<file path="src/rtl/core/assert_macros.svh">
// assertion helpers shared by the rtl
`ifndef ASSERT_MACROS_SVH
`define ASSERT_MACROS_SVH

// property must hold on every clock while out of reset
`define ASSERT_CLK(label, clk, rstn, prop, msg) \
    label: assert property (@(posedge clk) disable iff (!rstn) (prop)) else $error(msg);

// antecedent implies consequent on the next clock
`define ASSERT_NEXT(label, clk, rstn, ante, cons, msg) \
    label: assert property (@(posedge clk) disable iff (!rstn) (ante) |=> (cons)) \
        else $error(msg);

`endif

</file>
<file path="src/rtl/core/lit_pkg.sv">
// ----------------------------------------------------------------------------
// lit_pkg
// types and constants shared by the lane interval table
// ----------------------------------------------------------------------------
`default_nettype none

package lit_pkg;

    localparam int LANE_COUNT     = 8;
    localparam int MAX_BOUNDARIES = 16;
    localparam int POS_WIDTH      = 32;
    localparam int LANE_W         = 3;
    localparam int IDX_W          = $clog2(MAX_BOUNDARIES);
    localparam int CNT_W          = $clog2(MAX_BOUNDARIES + 1);
    localparam int ADDR_W         = $clog2(LANE_COUNT * MAX_BOUNDARIES);
    localparam int LSEL_W         = (LANE_COUNT > 1) ? $clog2(LANE_COUNT) : 1;

    localparam logic FUNC_INSERT = 1'b0;
    localparam logic FUNC_QUERY  = 1'b1;

    typedef logic [POS_WIDTH-1:0] pos_t;
    typedef logic [CNT_W-1:0]     cnt_t;

    // controller to datapath
    typedef struct packed {
        logic load;      // capture input beat and clear scan index
        logic scan_step; // compare memory word, advance index
        logic rd_issue;  // issue memory read at scan or shift address
        logic shift_rd;  // read address is shift source
        logic shift_wr;  // write shifted word
        logic wr_start;  // write new start
        logic wr_end;    // write new end and commit lane state
        logic q_rd_hi;   // read partner word for query
        logic finish;    // build result
    } lit_cmd_t;

    // datapath to controller
    typedef struct packed {
        logic is_query;
        logic lane_ok;
        logic scan_done;   // search stopped (word >= key or end)
        logic scan_end;    // scan index reached the boundary count
        logic pre_reject;  // insert fails before scanning
        logic ins_reject;  // insert fails after scanning
        logic shift_done;  // nothing left to move
        logic q_miss;      // query fails after scanning
    } lit_sts_t;

endpackage

`default_nettype wire

</file>
<file path="src/rtl/core/lit_ctrl.sv">
// ----------------------------------------------------------------------------
// lit_ctrl
// sequencer for one insert or query at a time
// ----------------------------------------------------------------------------
`default_nettype none

module lit_ctrl (
    input  wire logic             aclk,
    input  wire logic             aresetn,
    input  wire logic             in_valid,
    output logic                  in_ready,
    output logic                  out_valid,
    input  wire logic             out_ready,
    output lit_pkg::lit_cmd_t     cmd,
    input  wire lit_pkg::lit_sts_t sts
);
    import lit_pkg::*;

    typedef enum logic [3:0] {
        S_IDLE, S_PRE, S_RD, S_CMP, S_SHRD, S_SHWR, S_WS, S_WE, S_QRD, S_QWAIT, S_FIN
    } state_t;

    state_t state_reg, state_next;
    logic   out_valid_reg;

    always_comb begin
        state_next = state_reg;
        cmd        = '0;
        unique case (state_reg)
            S_IDLE: begin
                if (in_valid) begin
                    cmd.load   = 1'b1;
                    state_next = S_PRE;
                end
            end
            S_PRE: begin
                if (!sts.lane_ok || sts.pre_reject) begin
                    state_next = S_FIN;
                end else begin
                    cmd.rd_issue = 1'b1;
                    state_next   = S_RD;
                end
            end
            S_RD: state_next = S_CMP;
            S_CMP: begin
                cmd.scan_step = 1'b1;
                if (sts.scan_done) begin
                    if (sts.is_query) begin
                        if (sts.q_miss) begin
                            state_next = S_FIN;
                        end else begin
                            cmd.q_rd_hi = 1'b1;
                            state_next  = S_QRD;
                        end
                    end else if (sts.ins_reject) begin
                        state_next = S_FIN;
                    end else if (sts.scan_end) begin
                        state_next = S_WS;
                    end else begin
                        state_next = S_SHRD;
                    end
                end else begin
                    cmd.rd_issue = 1'b1;
                    state_next   = S_RD;
                end
            end
            S_SHRD: begin
                cmd.rd_issue = 1'b1;
                cmd.shift_rd = 1'b1;
                state_next   = S_SHWR;
            end
            S_SHWR: begin
                cmd.shift_wr = 1'b1;
                if (sts.shift_done) begin
                    state_next = S_WS;
                end else begin
                    state_next = S_SHRD;
                end
            end
            S_WS: begin
                cmd.wr_start = 1'b1;
                state_next   = S_WE;
            end
            S_WE: begin
                cmd.wr_end = 1'b1;
                state_next = S_FIN;
            end
            S_QRD:   state_next = S_QWAIT;
            S_QWAIT: state_next = S_FIN;
            S_FIN: begin
                // result register must be free or draining this cycle
                if (!out_valid_reg || out_ready) begin
                    cmd.finish = 1'b1;
                    state_next = S_IDLE;
                end
            end
            default: state_next = S_IDLE;
        endcase
    end

    always_ff @(posedge aclk) begin
        if (!aresetn) begin
            state_reg     <= S_IDLE;
            out_valid_reg <= 1'b0;
        end else begin
            state_reg <= state_next;
            if (cmd.finish) begin
                out_valid_reg <= 1'b1;
            end else if (out_ready) begin
                out_valid_reg <= 1'b0;
            end
        end
    end

    assign in_ready  = (state_reg == S_IDLE);
    assign out_valid = out_valid_reg;

    `include "assert_macros.svh"

    `ASSERT_NEXT(a_out_hold, aclk, aresetn, out_valid && !out_ready, out_valid, "result dropped")
    `ASSERT_NEXT(a_fin_out, aclk, aresetn, cmd.finish, out_valid, "no result after finish")
    `ASSERT_NEXT(a_load_pre, aclk, aresetn, cmd.load, state_reg == S_PRE, "load not followed by pre")

endmodule

`default_nettype wire

</file>
<file path="config.mk">
export PLATFORM = sky130hd
export DESIGN_NAME = lit_ctrl
export DESIGN_NICKNAME = d
export VERILOG_FILES = /design/src/rtl/core/lit_pkg.sv /design/src/rtl/core/lit_ctrl.sv
export VERILOG_INCLUDE_DIRS = /design/src /design/src/rtl/core
export SDC_FILE = /design/constraint.sdc
export NUM_CORES = 1
export LEC_CHECK = 0
export CORE_AREA = 3 3 40 42
export CTS_BUF_LIST = sky130_fd_sc_hd__clkbuf_8
export CTS_CLUSTER_DIAMETER = 200
export DETAILED_ROUTE_END_ITERATION = 7
export DIE_AREA = 0 0 43 45
export DONT_BUFFER_PORTS = 1
export PLACE_DENSITY = 0.44
export SYNTH_ARGS = -nofsm -noshare
export SYNTH_HDL_FRONTEND = slang
export SYNTH_SLANG_ARGS = --single-unit
</file>
<file path="constraint.sdc">
create_clock -name aclk -period 3.3 [get_ports aclk]
set_input_delay 0.165 -clock aclk [delete_from_list [all_inputs] [get_ports aclk]]
set_output_delay 0.165 -clock aclk [all_outputs]
set_load 0.1 [all_outputs]
</file>
# --- Yosys cells after proc, flatten, opt, wreduce, memory -nomap -nowiden ---
# Cells that the tools add are included.
# W data, S select, Z words.
totals:
  register_bits: 5
  latchBits: 0
  mem_bits_rw: 0
  romBits: 0
  output_inout_bits: 11
  word_cells: 50
  n_memories: 0
classes:
  n_addsub: 0
  mul: 0
  n_div: 0
  magnitude_cmp: 0
  n_eq_ne: 12
  shifts: 0
  n_mux: 28
  n_bitwise: 0
  reduce_logical: 8
ops:
  columns: ["op", "count"]
  rows:
  - ["$pmux W4 S10", 1]
  - ["$mux W4", 6]
  - ["$mux W1", 17]
  - ["$eq A4 B3 Y1 const B", 4]
  - ["$eq A4 B4 Y1 const B", 3]
  - ["$eq A4 B2 Y1 const B", 2]
  - ["$mux W2", 3]
  - ["$eq A4 B1 Y1 const B", 1]
  - ["$logic_not A4 Y1", 1]
  - ["$ne A2 B2 Y1 const B", 2]
  - ["$pmux W1 S3", 1]
  - ["$logic_not A1 Y1", 2]
  - ["$logic_or A1 B1 Y1", 2]
  - ["$reduce_and A2 Y1", 1]
  - ["$reduce_bool A2 Y1", 1]
  - ["$reduce_or A2 Y1", 1]

# --- Logic depth before layout (Yosys ltp) ---
depth:
  word_depth: 5
  mapped_depth: 5
  ltp_nobuf: 4

# --- Worst setup path before layout ---
# No wires, ideal clock.
synth_path:
  path_kind: "reg2out"
  start: "register state_reg[1]"
  end: "output cmd[8] in the netlist's numbering"
  arrival_time_ns: 3.184
  path_slack_ns: -0.049
  stages_incl_launch_ff: 5
  path_buffers: 2
  path_cell_list: "dfxtp_1 buf_4 buf_2 nor4_2 and2_1"
synth_rtl:
  columns: ["item", "line", "source"]
  rows:
  - ["start: declaration", "lit_ctrl.sv:23", "state_t state_reg, state_next;"]
  - ["start signal: assignment", "lit_ctrl.sv:106", "state_reg <= state_next;"]
  - ["end: declaration", "lit_ctrl.sv:14", "output lit_pkg::lit_cmd_t cmd,"]

==> results.py <==
metrics = {
    "finish": {
        "largest_register_ffs": 4,
        "multiInputGateArea_sq_um": 309.0,
        "post-route-util_pct": 45.96,
        "drive_gt1_share_pct": 36.36,
        "nFillCells": 132,
        "n_antenna_cell": 0,
        "fin_nets": 79,
        "area_growth_pct": 37.61,
        "final_area_sq_um": 590.6,
        "seq_area_sq_um": 100.1,
    },
    "setup_path": {
        "critPathLaunchType": "flip-flop",
        "crit_buf_inv": 1,
        "critical_path_arrival_ps": 2010,
        "end_kind": "output pin",
        "path_cells": "and4bb_4 > and3_1 > buf_4",
        "cp_data_required_time_ps": 3130,
        "cpPeakStageDelay_ps": 700,
        "cp_slowest_cell": "dfxtp_1",
        "cp_max_fo": 16,
        "path_class": "reg -> out",
        "critical-path-top-delay-family": "simple AND/OR/NAND/NOR gates",
    },
    "global_route": {
        "grt_pass1_wl_microns": 1614,
        "track_usage_pct": 11.85,
        "grt-ovfl-total": 0,
        "grt_pass1_vias": 342,
        "grt_max_degree": 17,
        "antenna_found_initial": 0,
    },
    "pwr": {
        "sw_frac_of_total_pct": 42.29,
        "total_power_uw": 310.2,
        "p_comb_share_pct": 35.1,
        "p_int_uw": 179.0,
        "power.leakage_nw": 0.2258,
        "power_switching_uw": 131.2,
        "clkPwrFrac_pct": 36.3,
        "max-vdd-ir-drop_uv": 271.0,
        "powerDensity_mw_per_mm2": 525.2,
        "share_seq_of_total_power_pct": 28.6,
    },
    "detailed_routing": {
        "drtAntennaViolNets": 0,
        "avgRoutedWirePerCell_microns": 11.40,
        "route.vias.total": 422,
        "via_per_inst": 5.210,
        "firstDrtPassIters": 4,
        "routed_wl_microns": 923,
        "drt_iter0_markers": 11,
        "drc": 0,
    },
    "synth": {
        "synth.area.top_cells": "dfxtp_1, nor2_1, nand2b_1",
        "yosysTopAreaCell": "dfxtp_1",
        "synth-seq-area-share_pct": 23.32,
        "yosys_register_bits": 5,
        "yosysWarnings": 0,
        "synth_top_area_share_pct": 23.32,
        "syn_area_per_cell_sq_um": 7.529,
        "syn_inst": 57,
        "syn_area_sq_um": 429.2,
        "synth_cell_type_count": 27,
        "synth_nets": 69,
    },
    "placement": {
        "gp_congestion": 0.7391,
        "placed_area_sq_um": 545.5,
        "io_buffers": 0,
        "dp_hpwl_microns": 715.1,
    },
    "clock_tree": {
        "postCtsHoldBufs": 0,
        "worst_skew_pair.late_latency_ps": 220,
        "cts.repair.resized": 0,
        "cts_max_level": 1,
        "cts_root_buf": "clkbuf_8",
        "cts.sinks": 5,
        "clock_path_buffers": 2,
        "cts_tree": "built",
        "numCtsBuffers": 3,
        "cts.clk_slew.worst_paths_ps": 40,
        "cts_setup_buffers": 0,
    },
    "floorplan": {
        "row_count": 13,
        "die_y_microns": 45,
        "ioPinCount": 23,
        "die-area_sq_mm": 0.001935,
        "core-area_sq_mm": 0.001285,
        "die_w_microns": 43,
        "initial_core_util_pct": 33.40,
    },
    "sta": {
        "clock.fmax_mhz": 459.1,
        "fin_crit_sh_pct": 66.00,
        "finClkSkew_ps": 2.375,
        "setup-violations-final": 0,
        "slew_violations": 0,
        "grt_setup_unrepaired": "false",
        "whs_ps": 154.2,
        "maxSlewHeadroom_pct": 59.76,
        "fin_setup_tns_ps": 0,
        "hold_viol_final": 0,
        "period_minus_slack_ps": 2178,
        "tightest_slew_ps": 602.7,
    },
    "flow_run": {
        "cap_viol_max_count": 0,
    },
    "worst_hold_path": {
        "hold_path.class": "in -> reg",
    },
    "outcome": {
        "run_status": "finished, final reports clean",
    },
}
worst reg2reg max path, stage by stage, from the launching register on:
cell,delay [ps]
dfxtp_1,700
and4bb_4,590
nand2_1,100
o32a_1,180
a21oi_2,130
synth_stat cells:
library cell  n
a31oi_1       3
and2_1        1
buf_6         1
nor4_1        1
o21ai_0       1
inv_1         2
a21oi_1       3
nor3b_1       1
nor4_2        1
o21ai_1       2
nor2_1        7
and3_1        1
nand2_1       6
a21oi_2       2
mux2i_1       1
o32a_1        1
nor4b_1       1
dfxtp_1       5
nor2_2        1
nor3_1        3
and4bb_4      1
nor2b_1       2
nor3b_4       1
nand2b_1      4
nand4_1       1
buf_4         3
buf_2         1
per-stage QoR:
step | worst slack (ps) | instances
2_1_floorplan | 459.3 | 57
3_3_place_gp | 1363 | 77
3_5_place_dp | 1345 | 77
4_1_cts | 1103 | 81
5_1_grt | 988.2 | 81
6_report | 1122 | 81
layer usage:
layer  wire (microns)  GRT usage (%)  part of all wire [%]
met5                0              0                     0
met4               36          12.65                   3.9
met3               84          3.586                   9.1
met2              374          13.77                    41
met1              427          16.02                    46
final timing paths:
check | startpoint | end | slack [ps] | cells after the start
worst max-delay path | state_reg[1] | cmd[1] | 1120 | 3
worst min-delay path | aresetn | state_reg[3] | 150 | 2
worst max register to register | state_reg[1] | state_reg[3] | 1540 | 4
worst min register to register | state_reg[3] | state_reg[2] | 740 | 1
layout by cell type (no fill, tap or decap), drive strengths merged:
| cell type | synthesis | layout |
|---|---|---|
| o32a | 1 | 1 |
| nand2 | 6 | 6 |
| a31oi | 3 | 3 |
| nand2b | 4 | 4 |
| and3 | 1 | 1 |
| dfxtp | 5 | 5 |
| o21ai | 3 | 3 |
| and4bb | 1 | 1 |
| nor2 | 8 | 8 |
| nor4 | 2 | 2 |
| a21oi | 5 | 5 |
| and2 | 1 | 1 |
| buf | 5 | 8 |
| nor4b | 1 | 1 |
| mux2i | 1 | 1 |
| nor3 | 3 | 3 |
| inv | 2 | 3 |
| nor3b | 2 | 2 |
| nand4 | 1 | 1 |
| nor2b | 2 | 2 |
| clkbuf | 0 | 5 |
power by group through the flow:
stage	Clock (mW)	Combinational (mW)	Sequential, mW
after floorplan	0	0.115	0.0723
after global placement	0	0.110	0.0899
after detailed placement	0	0.110	0.0898
after CTS	0.117	0.110	0.0889
after global routing	0.123	0.116	0.0915
final	0.113	0.109	0.0888
cells by family (layout without fill, tap and decap cells):
| logic type | after synthesis | after routing | share of synthesized area [%] |
|---|---|---|---|
| compound gates | 12 | 12 | 17.78 |
| flops | 5 | 5 | 23.32 |
| simple gates | 32 | 32 | 45.78 |
| buf+inv | 7 | 16 | 10.79 |
| mux | 1 | 1 | 2.332 |
final cells by class:
class	instances	area share (%)
multi-input combinational	45	52.33
clock inverter	1	0.6356
timing repair buffer	10	18.64
clock buffer	3	6.992
tap	15	3.178
inverter	2	1.271
sequential	5	16.95
No activity file was read; power rests on OpenSTA's default activity.
